`src/rtl/core/can_bit_timing_search_core_defines.svh`:
```
// ---------------------------------------------------------------------------
// CAN bit timing search core: assertion macros
// Immediate-implication and next-cycle checks, compiled out for synthesis.
// ---------------------------------------------------------------------------
`ifndef CAN_BIT_TIMING_SEARCH_CORE_DEFINES_SVH
`define CAN_BIT_TIMING_SEARCH_CORE_DEFINES_SVH

`ifndef SYNTHESIS

// Check that cons holds in the same cycle as ante.
`define CBTS_ASSERT_IMPLIES(label, clk, rst, ante, cons) \
   label: assert property (@(posedge clk) disable iff (rst) (ante) |-> (cons)) \
      else $error("cbts check failed");

// Check that cons holds in the cycle after ante.
`define CBTS_ASSERT_NEXT(label, clk, rst, ante, cons) \
   label: assert property (@(posedge clk) disable iff (rst) (ante) |=> (cons)) \
      else $error("cbts check failed");

`else

`define CBTS_ASSERT_IMPLIES(label, clk, rst, ante, cons)

`define CBTS_ASSERT_NEXT(label, clk, rst, ante, cons)

`endif

`endif

```
`src/rtl/core/cbts_pkg.sv`:
```
// ---------------------------------------------------------------------------
// CAN bit timing search package
// Shared widths, constants and control/status types.
// ---------------------------------------------------------------------------
package cbts_pkg;

   localparam int CLK_W         = 28;
   localparam int RATE_W        = 32;
   // A bitrate that passes the clock/4 check fits in this many bits.
   localparam int RATE_N_W      = CLK_W - 2;
   localparam int QUANTA_START  = 16;
   localparam int QUANTA_MIN    = 4;

   localparam logic [CLK_W-1:0] CLOCK_RESET = 28'd80000000;

   // Configuration port
   localparam int CSR_DATA_W = 32;
   localparam int CSR_ADDR_W = 3;
   localparam logic CSR_IDX_CLOCK_HZ = 1'b0;

   // Control from the sequencer to the shared accumulate/compare unit.
   typedef struct packed {
      logic start;   // clear accumulator and prescaler
      logic step;    // add one more product and compare
   } scan_ctrl_type;

   // Status back from the unit.
   typedef struct packed {
      logic hit;     // accumulated product equals the clock
      logic miss;    // passed the clock or ran out of prescalers
   } scan_status_type;

endpackage

```
`src/rtl/core/cbts_scan_unit.sv`:
```
// ---------------------------------------------------------------------------
// CAN bit timing search: prescaler scan unit
// Adds the bit-rate product once per cycle while stepped and compares with the clock.
// ---------------------------------------------------------------------------
module cbts_scan_unit #(
   parameter int PRESCALER_LIMIT = 512,
   parameter int PROD_W          = 35,
   localparam int PRESC_W        = $clog2(PRESCALER_LIMIT + 1),
   localparam int SUM_W          = PROD_W + 1
) (
   input  logic                          clock,
   input  cbts_pkg::scan_ctrl_type       ctrl,
   input  logic [PROD_W-1:0]             prod,
   input  logic [cbts_pkg::CLK_W-1:0]    clock_hz,
   output cbts_pkg::scan_status_type     status,
   output logic [PRESC_W-1:0]            presc
);

   logic [cbts_pkg::CLK_W-1:0] acc_ff;
   logic [cbts_pkg::CLK_W-1:0] acc_in;
   logic [PRESC_W-1:0]         presc_ff;
   logic [PRESC_W-1:0]         presc_in;
   logic [SUM_W-1:0]           sum;
   logic [PRESC_W-1:0]         presc_nx;

   assign sum      = SUM_W'(acc_ff) + SUM_W'(prod);
   assign presc_nx = presc_ff + PRESC_W'(1);

   always_comb begin
      status.hit  = ctrl.step && (sum == SUM_W'(clock_hz));
      status.miss = ctrl.step && !status.hit &&
                    ((sum > SUM_W'(clock_hz)) ||
                     (presc_nx == PRESC_W'(PRESCALER_LIMIT)));
   end

   // prescaler that the current step tries
   assign presc = presc_nx;

   always_comb begin
      acc_in   = acc_ff;
      presc_in = presc_ff;
      if (ctrl.start) begin
         acc_in   = '0;
         presc_in = '0;
      end else if (ctrl.step) begin
         // taken on every step, even once the sum has passed the clock
         acc_in   = sum[cbts_pkg::CLK_W-1:0];
         presc_in = presc_nx;
      end
   end

   always_ff @(posedge clock) begin
      acc_ff   <= acc_in;
      presc_ff <= presc_in;
   end

endmodule

```
`src/rtl/core/can_bit_timing_search_core.sv`:
```
// ---------------------------------------------------------------------------
// CAN bit timing search core
// Flow: a bitrate above clock/4 goes from the check straight to its result
// word. Otherwise the sequencer, for each count tried, checks the bound and
// direction, forms the product and steps through the prescalers, until a
// hit or until the counts run out.
// Throughput: one word at a time; the single add/compare unit sets the pace.
// Reset: synchronous; clock_hz returns to 80 MHz, both channels empty.
// ---------------------------------------------------------------------------
`include "can_bit_timing_search_core_defines.svh"

module can_bit_timing_search_core #(
   parameter int PRESCALER_LIMIT = 512,
   parameter int QUANTA_LIMIT    = 385,
   localparam int PRESC_W = $clog2(PRESCALER_LIMIT + 1),
   localparam int QC_W    = $clog2(QUANTA_LIMIT + 1),
   localparam int SEG1_W  = $clog2(QUANTA_LIMIT - QUANTA_LIMIT / 4),
   localparam int SEG2_W  = $clog2(QUANTA_LIMIT / 4 + 1)
) (
   input  logic                              clock,
   input  logic                              reset,
   // request channel
   input  logic                              req_valid,
   output logic                              req_stall,
   input  logic [cbts_pkg::RATE_W-1:0]       req_bitrate,
   // response channel
   output logic                              rsp_valid,
   input  logic                              rsp_stall,
   output logic                              rsp_found,
   output logic [PRESC_W-1:0]                rsp_prescaler,
   output logic [QC_W-1:0]                   rsp_quanta_count,
   output logic [SEG1_W-1:0]                 rsp_segment_one,
   output logic [SEG2_W-1:0]                 rsp_segment_two,
   // configuration port
   input  logic                              csr_psel,
   input  logic                              csr_penable,
   input  logic                              csr_pwrite,
   input  logic [cbts_pkg::CSR_ADDR_W-1:0]   csr_paddr,
   input  logic [cbts_pkg::CSR_DATA_W-1:0]   csr_pwdata,
   output logic [cbts_pkg::CSR_DATA_W-1:0]   csr_prdata,
   output logic                              csr_pready
);

   // Count register must hold one past the limit and one below the minimum.
   localparam int CNT_W  = $clog2(QUANTA_LIMIT + 2);
   localparam int PROD_W = cbts_pkg::RATE_N_W + CNT_W;

   // Sequencer states
   localparam logic [2:0] ST_IDLE   = 3'd0;  // wait for a word
   localparam logic [2:0] ST_CHECK  = 3'd1;  // bitrate against clock/4
   localparam logic [2:0] ST_TOP    = 3'd2;  // bound and direction of count
   localparam logic [2:0] ST_PROD   = 3'd3;  // form bitrate * count
   localparam logic [2:0] ST_SCAN   = 3'd4;  // step prescalers
   localparam logic [2:0] ST_FINISH = 3'd5;  // hand result to output stage

   logic [2:0]                      state_ff, state_in;
   logic [cbts_pkg::CLK_W-1:0]      clock_hz_ff, clock_hz_in;
   logic [cbts_pkg::RATE_W-1:0]     rate_ff, rate_in;
   logic [CNT_W-1:0]                cnt_ff, cnt_in;
   logic                            down_ff, down_in;
   logic [PROD_W-1:0]               prod_ff, prod_in;
   logic                            found_ff, found_in;
   logic [PRESC_W-1:0]              presc_res_ff, presc_res_in;

   logic                            rsp_valid_ff, rsp_valid_in;
   logic                            rsp_found_ff;
   logic [PRESC_W-1:0]              rsp_prescaler_ff;
   logic [QC_W-1:0]                 rsp_quanta_count_ff;
   logic [SEG1_W-1:0]               rsp_segment_one_ff;
   logic [SEG2_W-1:0]               rsp_segment_two_ff;

   logic                            load_rsp;
   logic                            csr_write;
   logic [cbts_pkg::RATE_N_W-1:0]   rate_n;
   logic [PROD_W-1:0]               prod_mul;
   logic [CNT_W-1:0]                seg2_cnt;
   logic [CNT_W-1:0]                seg1_cnt;

   cbts_pkg::scan_ctrl_type         scan_ctrl;
   cbts_pkg::scan_status_type       scan_status;
   logic [PRESC_W-1:0]              scan_presc;

   // ------------------------------------------------------------------------
   // Configuration register: clock_hz at byte address 0. Any address with
   // bit 2 set lies beyond the register list; drop those writes, read zero.
   // ------------------------------------------------------------------------
   assign csr_pready = 1'b1;
   assign csr_write  = csr_psel && csr_penable && csr_pwrite && csr_pready &&
                       (csr_paddr[2] == cbts_pkg::CSR_IDX_CLOCK_HZ);

   always_comb begin
      clock_hz_in = clock_hz_ff;
      if (csr_write) begin
         clock_hz_in = csr_pwdata[cbts_pkg::CLK_W-1:0];
      end
   end

   always_comb begin
      unique case (csr_paddr[2])
         cbts_pkg::CSR_IDX_CLOCK_HZ: begin
            csr_prdata = cbts_pkg::CSR_DATA_W'(clock_hz_ff);
         end
         default: begin
            csr_prdata = '0;
         end
      endcase
   end

   // ------------------------------------------------------------------------
   // Datapath helpers. Past the clock/4 check the bitrate fits RATE_N_W bits,
   // so one narrow multiplier forms the product for each count tried.
   // ------------------------------------------------------------------------
   assign rate_n   = rate_ff[cbts_pkg::RATE_N_W-1:0];
   assign prod_mul = PROD_W'(rate_n) * PROD_W'(cnt_ff);

   // tseg2 = count/4, tseg1 = count - tseg2 - 1
   assign seg2_cnt = cnt_ff >> 2;
   assign seg1_cnt = cnt_ff - seg2_cnt - CNT_W'(1);

   // Shared accumulate/compare unit: in each scan-state cycle it tries the
   // next prescaler, adding the product again and comparing with the clock.
   cbts_scan_unit #(
      .PRESCALER_LIMIT (PRESCALER_LIMIT),
      .PROD_W          (PROD_W)
   ) u_scan (
      .clock    (clock),
      .ctrl     (scan_ctrl),
      .prod     (prod_ff),
      .clock_hz (clock_hz_ff),
      .status   (scan_status),
      .presc    (scan_presc)
   );

   // ------------------------------------------------------------------------
   // Sequencer. The count starts at 16 and climbs; once the product of the
   // start count or of the count just tried passes clock/2, restart at 15
   // and count down. A count outside 4 .. QUANTA_LIMIT ends with a miss.
   // ------------------------------------------------------------------------
   always_comb begin
      state_in     = state_ff;
      rate_in      = rate_ff;
      cnt_in       = cnt_ff;
      down_in      = down_ff;
      prod_in      = prod_ff;
      found_in     = found_ff;
      presc_res_in = presc_res_ff;
      scan_ctrl    = '0;
      load_rsp     = 1'b0;

      unique case (state_ff)
         ST_IDLE: begin
            if (req_valid) begin
               rate_in  = req_bitrate;
               cnt_in   = CNT_W'(cbts_pkg::QUANTA_START);
               down_in  = 1'b0;
               state_in = ST_CHECK;
            end
         end
         ST_CHECK: begin
            if (rate_ff > cbts_pkg::RATE_W'(clock_hz_ff >> 2)) begin
               // fail at once
               found_in = 1'b0;
               state_in = ST_FINISH;
            end else begin
               // seed the direction test with the product of the first count
               prod_in  = PROD_W'(rate_n) * PROD_W'(cbts_pkg::QUANTA_START);
               state_in = ST_TOP;
            end
         end
         ST_TOP: begin
            if ((cnt_ff < CNT_W'(cbts_pkg::QUANTA_MIN)) ||
                (cnt_ff > CNT_W'(QUANTA_LIMIT))) begin
               found_in = 1'b0;
               state_in = ST_FINISH;
            end else begin
               if (!down_ff && (prod_ff > PROD_W'(clock_hz_ff >> 1))) begin
                  // turn around below the start count
                  down_in = 1'b1;
                  cnt_in  = CNT_W'(cbts_pkg::QUANTA_START - 1);
               end
               state_in = ST_PROD;
            end
         end
         ST_PROD: begin
            prod_in         = prod_mul;
            scan_ctrl.start = 1'b1;
            state_in        = ST_SCAN;
         end
         ST_SCAN: begin
            scan_ctrl.step = 1'b1;
            if (scan_status.hit) begin
               found_in     = 1'b1;
               presc_res_in = scan_presc;
               state_in     = ST_FINISH;
            end else if (scan_status.miss) begin
               // advance to the next count in the current direction
               cnt_in   = down_ff ? (cnt_ff - CNT_W'(1)) : (cnt_ff + CNT_W'(1));
               state_in = ST_TOP;
            end
         end
         ST_FINISH: begin
            // hold until the output stage is free
            if (!rsp_valid_ff || !rsp_stall) begin
               load_rsp = 1'b1;
               state_in = ST_IDLE;
            end
         end
         default: begin
            state_in = ST_IDLE;
         end
      endcase
   end

   // ready only between words
   assign req_stall = (state_ff != ST_IDLE);

   // Output stage: keep a finished word until the far side takes it.
   assign rsp_valid_in = load_rsp || (rsp_valid_ff && rsp_stall);

   always_ff @(posedge clock) begin
      if (reset) begin
         state_ff     <= ST_IDLE;
         clock_hz_ff  <= cbts_pkg::CLOCK_RESET;
         rsp_valid_ff <= 1'b0;
         down_ff      <= 1'b0;
         found_ff     <= 1'b0;
      end else begin
         state_ff     <= state_in;
         clock_hz_ff  <= clock_hz_in;
         rsp_valid_ff <= rsp_valid_in;
         down_ff      <= down_in;
         found_ff     <= found_in;
      end
   end

   always_ff @(posedge clock) begin
      rate_ff      <= rate_in;
      cnt_ff       <= cnt_in;
      prod_ff      <= prod_in;
      presc_res_ff <= presc_res_in;
      if (load_rsp) begin
         rsp_found_ff        <= found_ff;
         rsp_prescaler_ff    <= found_ff ? presc_res_ff : '0;
         rsp_quanta_count_ff <= found_ff ? QC_W'(cnt_ff) : '0;
         rsp_segment_one_ff  <= found_ff ? SEG1_W'(seg1_cnt) : '0;
         rsp_segment_two_ff  <= found_ff ? SEG2_W'(seg2_cnt) : '0;
      end
   end

   assign rsp_valid        = rsp_valid_ff;
   assign rsp_found        = rsp_found_ff;
   assign rsp_prescaler    = rsp_prescaler_ff;
   assign rsp_quanta_count = rsp_quanta_count_ff;
   assign rsp_segment_one  = rsp_segment_one_ff;
   assign rsp_segment_two  = rsp_segment_two_ff;

   // ------------------------------------------------------------------------
   // Checks
   // ------------------------------------------------------------------------
   `CBTS_ASSERT_IMPLIES(a_found_count_range, clock, reset, rsp_valid && rsp_found, (rsp_quanta_count >= QC_W'(cbts_pkg::QUANTA_MIN)) && (rsp_quanta_count <= QC_W'(QUANTA_LIMIT)))
   `CBTS_ASSERT_IMPLIES(a_found_segments_sum, clock, reset, rsp_valid && rsp_found, (rsp_segment_one + rsp_segment_two + 1) == rsp_quanta_count)
   `CBTS_ASSERT_IMPLIES(a_miss_fields_zero, clock, reset, rsp_valid && !rsp_found, (rsp_prescaler == '0) && (rsp_quanta_count == '0))
   `CBTS_ASSERT_IMPLIES(a_scan_count_range, clock, reset, state_ff == ST_SCAN, (cnt_ff >= CNT_W'(cbts_pkg::QUANTA_MIN)) && (cnt_ff <= CNT_W'(QUANTA_LIMIT)))
   `CBTS_ASSERT_NEXT(a_hit_goes_finish, clock, reset, (state_ff == ST_SCAN) && scan_status.hit, (state_ff == ST_FINISH) && found_ff)

endmodule
```
`config.mk`:
```
export PLATFORM = sky130hd
export DESIGN_NAME = can_bit_timing_search_core
export DESIGN_NICKNAME = d
export VERILOG_FILES = /design/src/rtl/core/cbts_pkg.sv /design/src/rtl/core/cbts_scan_unit.sv /design/src/rtl/core/can_bit_timing_search_core.sv
export VERILOG_INCLUDE_DIRS = /design/src /design/src/rtl/core
export SDC_FILE = /design/constraint.sdc
export NUM_CORES = 1
export LEC_CHECK = 0
export CAP_MARGIN = 20
export CORE_ASPECT_RATIO = 2
export CORE_MARGIN = 2
export CORE_UTILIZATION = 60
export CTS_CLUSTER_SIZE = 25
export DETAILED_ROUTE_END_ITERATION = 12
export DONT_BUFFER_PORTS = 1
export GPL_TIMING_DRIVEN = 1
export PLACE_DENSITY = 0.83
export SLEW_MARGIN = 30
export SYNTH_ARGS = -nofsm -noshare
export SYNTH_HDL_FRONTEND = slang
export SYNTH_SLANG_ARGS = --single-unit
```
`constraint.sdc`:
```
create_clock -name clock -period 7.3 [get_ports clock]
set_input_delay 1.46 -clock clock [delete_from_list [all_inputs] [get_ports clock]]
set_output_delay 1.46 -clock clock [all_outputs]
set_load 0.01 [all_outputs]
```
==> results of run 1 <==
layout make-up:
class / count / area [um2]
clock inverter: 15 / 190
timing repair buffer: 22 / 199
fill: 2457 / 11000
tap: 368 / 460
inverter: 184 / 691
clock buffer: 17 / 425
sequential: 187 / 4890
multi-input combinational: 1554 / 12400
state kept, by name, summed over array words and instances (netlist names):
signal	count
u_scan.acc_ff	28
rsp_found	1
rate_ff	32
rsp_quanta_count	9
prod_ff	35
found_ff	1
presc_res_ff	10
cnt_ff	9
u_scan.presc_ff	10
down_ff	1
rsp_prescaler	10
rsp_valid	1
rsp_segment_one	9
state_ff	3
clock_hz_ff	28
worst reg2reg max path: stages (launching register included):
cell and delay [ns]:
edfxtp_1 0.95, nand2_1 0.19, fa_1 0.49, fa_1 0.51, inv_1 0.04, ha_1 0.27, inv_1 0.06, fa_1 0.61
inv_1 0.07, ha_1 0.30, a211oi_1 0.41, nor4_1 0.14, nor2_1 0.13, a21oi_1 0.16, a41o_1 0.31, o31a_1 0.33
a2111oi_0 0.56, o21ai_0 0.19, xnor2_1 0.23, nor2_1 0.06
how the worst min path moves through the flow:
stage / start / end / cells after the start
4_1_cts: clock_hz_ff[17] / clock_hz_ff[17] / 2
3_5_place_dp: clock_hz_ff[17] / clock_hz_ff[17] / 2
2_1_floorplan: found_ff / rsp_found / 0
5_1_grt: clock_hz_ff[16] / clock_hz_ff[16] / 2
6_report: clock_hz_ff[17] / clock_hz_ff[17] / 2
3_3_place_gp: clock_hz_ff[19] / clock_hz_ff[19] / 2
power by group through the flow:
stage	sequential, W	combinational (W)	clock [W]
6_report	0.00149	0.00804	0.000968
4_1_cts	0.00149	0.00789	0.000980
2_1_floorplan	0.00137	0.00617	0
3_5_place_dp	0.00151	0.00781	0
3_3_place_gp	0.00151	0.00759	0
5_1_grt	0.00151	0.00899	0.00101
cell families (layout without fill, tap and decap cells):
| family | after synthesis | in the layout |
|---|---|---|
| other | 2 | 5 |
| adders and majority gates | 351 | 351 |
| muxes | 4 | 4 |
| and+or+nand+nor | 722 | 722 |
| AOI/OAI and AO/OA | 396 | 396 |
| xor gates and xnor gates | 76 | 76 |
| buffers and inverters | 300 | 238 |
| DFF | 187 | 187 |
per-layer routing:
layer | wire length (um) | vias up | global-route usage
met5 | 0 | - | 0
met4 | 4610 | 0 | 0.272
met3 | 2340 | 243 | 0.0379
li1 | - | 6725 | -
met2 | 26400 | 653 | 0.586
met1 | 17500 | 7282 | 0.339
cell usage after synthesis, drive strengths merged (5+ instances only):
| cell | n | area (um2) |
|---|---|---|
| nor2 | 120 | 450 |
| o21ai | 81 | 405 |
| nand2 | 336 | 1260 |
| o21bai | 8 | 71.3 |
| o211ai | 12 | 100 |
| a21oi | 142 | 714 |
| nand3 | 19 | 100 |
| a211o | 12 | 105 |
| or2 | 6 | 37.5 |
| nor2b | 14 | 87.6 |
| nand4 | 30 | 188 |
| inv | 184 | 691 |
| and2 | 113 | 707 |
| and3 | 15 | 93.8 |
| xor2 | 34 | 298 |
| fa | 172 | 3440 |
| dfxtp | 72 | 1440 |
| nor3 | 15 | 75.1 |
| o21a | 15 | 113 |
| ha | 179 | 2240 |
| and4 | 6 | 52.6 |
| o31ai | 6 | 72.6 |
| buf | 31 | 170 |
| clkbuf | 85 | 319 |
| or3 | 9 | 66.3 |
| a211oi | 15 | 128 |
| nand2b | 20 | 125 |
| nor4 | 8 | 65.1 |
| a31oi | 5 | 31.3 |
| xnor2 | 42 | 368 |
| a21o | 51 | 383 |
| edfxtp | 115 | 3450 |
per-stage QoR:
stage               utilization  total power (W)
finish                    0.637           0.0105
global placement          0.614          0.00910
global route              0.637           0.0115
detailed placement        0.615          0.00932
floorplan                     -          0.00753
CTS                       0.635           0.0104
==> impl_metrics.json, run 1 <==
{
  "post-route-period-util": 0.859,
  "yosys-mux-area-fraction": 0.00230,
  "rr_worst_depth": 19,
  "post-dp-hpwl_mm": 39.6,
  "seq_area_frac_synth": 0.265,
  "cts.htree.levels": 4,
  "path_clk_slew_ns": 0.08,
  "arrival_ns": 6.48,
  "area_growth_syn_to_layout_pct": 4.44,
  "worstSetupStartpoint": "cnt_ff[0]",
  "yosys.area_share.xor_xnor": 0.0360,
  "route.vias.total": 14903,
  "placed_area_mm2": 0.0186,
  "ys_warn_count": 0,
  "start_util": 0.610,
  "min_period_ns": 6.27,
  "place_inst": 2312,
  "maxSlewViolCount": 0,
  "cts_buffers": 17,
  "seq_power_share": 0.142,
  "layout-drive-gt1-share": 0.0435,
  "drt_wl_total_mm": 50.8,
  "cp.required_ns": 7.51,
  "cts_tree": "built",
  "synth-compound-area-share": 0.141,
  "synthAdderAreaFrac": 0.308,
  "cts.sinks": 187,
  "path_class": "register to register",
  "r2r-start": "cnt_ff[0]",
  "drv_cap": 0,
  "dr.pass1.iters": 6,
  "fmax_mhz": 159,
  "skew_ns": 0.0116,
  "die_w_um": 128,
  "final_common_cell": "nand2_1",
  "die_area_mm2": 0.0323,
  "syn_inst": 2038,
  "synthesis.area_mm2": 0.0185,
  "ys_ff_latch": 187,
  "holdWs_ns": 0.454,
  "cp-start-kind": "register",
  "final_area_mm2": 0.0193,
  "finalSetupTns_ns": 0,
  "synthArstFlopShare": 0,
  "tightest_slew_ns": 0.995,
  "synthFlopType": "edfxtp_1",
  "ctsHoldBuffers": 0,
  "post_synth_and_or_nand_nor_area_fraction": 0.184,
  "row_count": 90,
  "combPwrFrac": 0.766,
  "nets": 2391,
  "hold_viol_final": 0,
  "core_area_mm2": 0.0303,
  "vias_per_cell": 6.35,
  "most-common-layout-cells": "nand2_1, inv_1, ha_1, fa_1, a21oi_1",
  "grt_max_degree": 54,
  "p_sw_w": 0.00542,
  "grt_pass1_wl_mm": 81.3,
  "rsz0062_at_grt": "false",
  "drt_iter0_markers": 1213,
  "grt_pass1_vias": 16029,
  "crit_family": "adder cells",
  "syn_area_per_cell_um2": 9.06,
  "clk_path_buf_depth": 2,
  "p_leak_nw": 8.63,
  "cp_slowest_cell": "edfxtp_1",
  "place_congestion": 0.966,
  "antenna_found_initial": 0,
  "worstSkewPairLatency_ns": 0.47,
  "synth_cell_types": 83,
  "setup_viol_count_final": 0,
  "cts_resized": 0,
  "stdcell_count": 2347,
  "wire_per_inst_um": 21.7,
  "die_y_um": 252,
  "p_int_w": 0.00508,
  "ios": 145,
  "r2r_slack_ns": 1.03,
  "cp.depth": 19,
  "track_usage": 0.329,
  "crit_end": "prod_ff[33]",
  "synth_edf_count": 115,
  "crit_buf_inv": 3,
  "powerDensity_mw_per_mm2": 544,
  "path_max_fanout": 21,
  "root_buffer": "clkbuf_16",
  "portBuffers": 0,
  "path_cells": "nand2_1, fa_1, fa_1, inv_1, ha_1, inv_1, fa_1, inv_1, ha_1, a211oi_1, nor4_1, nor2_1, a21oi_1, a41o_1, o31a_1, a2111oi_0, o21ai_0, xnor2_1, nor2_1",
  "status": "finished clean",
  "ir_drop_mv": 0.417,
  "relSlewSlack": 0.337,
  "cts_setup_buffers": 0,
  "cp-end-kind": "register",
  "ant_nets": 0,
  "drc_errors": 0,
  "p_clk_frac": 0.092,
  "diodes": 0,
  "regToRegEndpoint": "prod_ff[33]",
  "setup_ws_ns": 1.03,
  "p_sw_frac": 0.516,
  "grt.overflow.total": 0,
  "min_path_type": "register to register",
  "dp_slack_ns": 1.03,
  "synth_top_family_by_area": "adder cells",
  "cp_slowest_stage_delay_ns": 0.95
}
(Power assumes the default switching activity.)
==> run 2: changes to the inputs <==
--- a/config.mk
+++ b/config.mk
@@ -9,12 +9,12 @@
 export CAP_MARGIN = 20
 export CORE_ASPECT_RATIO = 2
 export CORE_MARGIN = 2
-export CORE_UTILIZATION = 60
+export CORE_UTILIZATION = 55
 export CTS_CLUSTER_SIZE = 25
 export DETAILED_ROUTE_END_ITERATION = 12
 export DONT_BUFFER_PORTS = 1
 export GPL_TIMING_DRIVEN = 1
-export PLACE_DENSITY = 0.83
+export PLACE_DENSITY = 0.77
 export SLEW_MARGIN = 30
 export SYNTH_ARGS = -nofsm -noshare
 export SYNTH_HDL_FRONTEND = slang
==> impl_metrics.json, run 2 (synthesis gave the netlist of run 1 again) <==
{
  "setup_ws_ns": 1.01,
  "cpMostUsedCell": "fa_1",
  "path_clk_slew_ns": 0.07,
  "ant_nets": 0,
  "grt_max_degree": 54,
  "antenna_found_initial": 0,
  "drt_iter0_markers": 993,
  "ios": 145,
  "min_path_type": "register to register",
  "placed_area_mm2": 0.0187,
  "hold_viol_final": 0,
  "post-route-period-util": 0.861,
  "path_max_fanout": 23,
  "diodes": 0,
  "holdWs_ns": 0.450,
  "path_cells": "nand2_1, fa_1, inv_1, fa_1, fa_1, fa_1, ha_1, a21oi_1, o211ai_1, nor3_1, a21oi_1, a41o_1, o31a_1, a2111oi_0, o21ai_0, xnor2_1, nor2_1",
  "worstSkewPairLatency_ns": 0.47,
  "powerDensity_mw_per_mm2": 529,
  "fmax_mhz": 159,
  "most-common-layout-cells": "nand2_1, inv_1, ha_1, fa_1, a21oi_1",
  "largest_register": "prod_ff",
  "cp_slowest_stage_delay_ns": 1.04,
  "clk_path_buf_depth": 2,
  "crit_buf_inv": 1,
  "ctsHoldBuffers": 0,
  "tightest_slew_ns": 1.05,
  "drt_wl_total_mm": 49.3,
  "status": "finished clean",
  "cp_slowest_cell": "edfxtp_1",
  "reg.largest.list": "prod_ff x35, rate_ff x32",
  "min_period_ns": 6.29,
  "relSlewSlack": 0.303,
  "cp.required_ns": 7.50,
  "final_area_mm2": 0.0193,
  "cts_buffers": 17,
  "row_count": 95,
  "die_y_um": 263,
  "cp.depth": 17,
  "rr_worst_depth": 17,
  "cp-end-kind": "register",
  "die_area_mm2": 0.0352,
  "wire_per_inst_um": 20.4,
  "die_w_um": 134,
  "worstHoldPathCells": 2,
  "layout-drive-gt1-share": 0.0415,
  "grt.overflow.total": 0,
  "route.vias.total": 14543,
  "cts_tree": "built",
  "start_util": 0.553,
  "r2r_slack_ns": 1.01,
  "skew_ns": 0.0154,
  "drv_cap": 0,
  "finalPower_w": 0.0102,
  "cts_resized": 0,
  "path_class": "register to register",
  "vias_per_cell": 6.03,
  "drc_errors": 0,
  "arrival_ns": 6.49,
  "grt_pass1_vias": 15145,
  "finalSetupTns_ns": 0,
  "area_growth_syn_to_layout_pct": 4.69,
  "setup_viol_count_final": 0,
  "cts.htree.levels": 4,
  "portBuffers": 0,
  "rsz0062_at_grt": "false",
  "cts_setup_buffers": 0,
  "dr.pass1.iters": 8,
  "grt_pass1_wl_mm": 78.1,
  "place_congestion": 0.950,
  "nets": 2388,
  "cp-start-kind": "register",
  "ir_drop_mv": 0.453,
  "dp_slack_ns": 1.03,
  "root_buffer": "clkbuf_16",
  "track_usage": 0.288,
  "maxSlewViolCount": 0,
  "final_common_cell": "nand2_1",
  "p_leak_nw": 8.61,
  "post-dp-hpwl_mm": 38.7,
  "cts.sinks": 187,
  "largest_register_ffs": 35,
  "core_area_mm2": 0.0334,
  "crit_family": "adder cells"
}
[run 2: where the power goes]
group          switching [W]  total (W)  leakage (nW)  internal, W
Combinational        0.00445    0.00776          6.61      0.00331
Clock               0.000482   0.000978         0.298     0.000496
Sequential          0.000216    0.00149          1.70      0.00128
[run 2: worst paths after layout]
check,from,to
setup / recovery,cnt_ff[6],prod_ff[33]
hold / removal,clock_hz_ff[14],clock_hz_ff[14]
setup reg to reg,cnt_ff[6],prod_ff[33]
hold reg to reg,clock_hz_ff[14],clock_hz_ff[14]
[run 2: cell type report]
cell class	instances	area [um2]
clock buffer	17	425
clock inverter	15	191
fill	2904	14100
inverter	184	691
multi-input combinational	1554	12400
sequential	187	4890
tap	436	546
timing repair buffer	19	166
[run 2: through the flow]
step,cells,utilization
2_1_floorplan,2041,-
3_3_place_gp,2377,0.559
3_5_place_dp,2379,0.560
4_1_cts,2411,0.579
5_1_grt,2412,0.579
6_report,2412,0.579
[run 2: routing by layer]
layer,global-route usage,part of all wire,up-vias
li1,-,-,6708
met1,0.298,0.35,7201
met2,0.535,0.54,473
met3,0.0350,0.037,161
met4,0.187,0.065,0
met5,0,0,-
[run 2: tightest hold or removal path, cell delays in order, from the launching register on]
cell     delay (ns)
dfxtp_1        0.31
nand2_1        0.05
a21oi_1        0.05
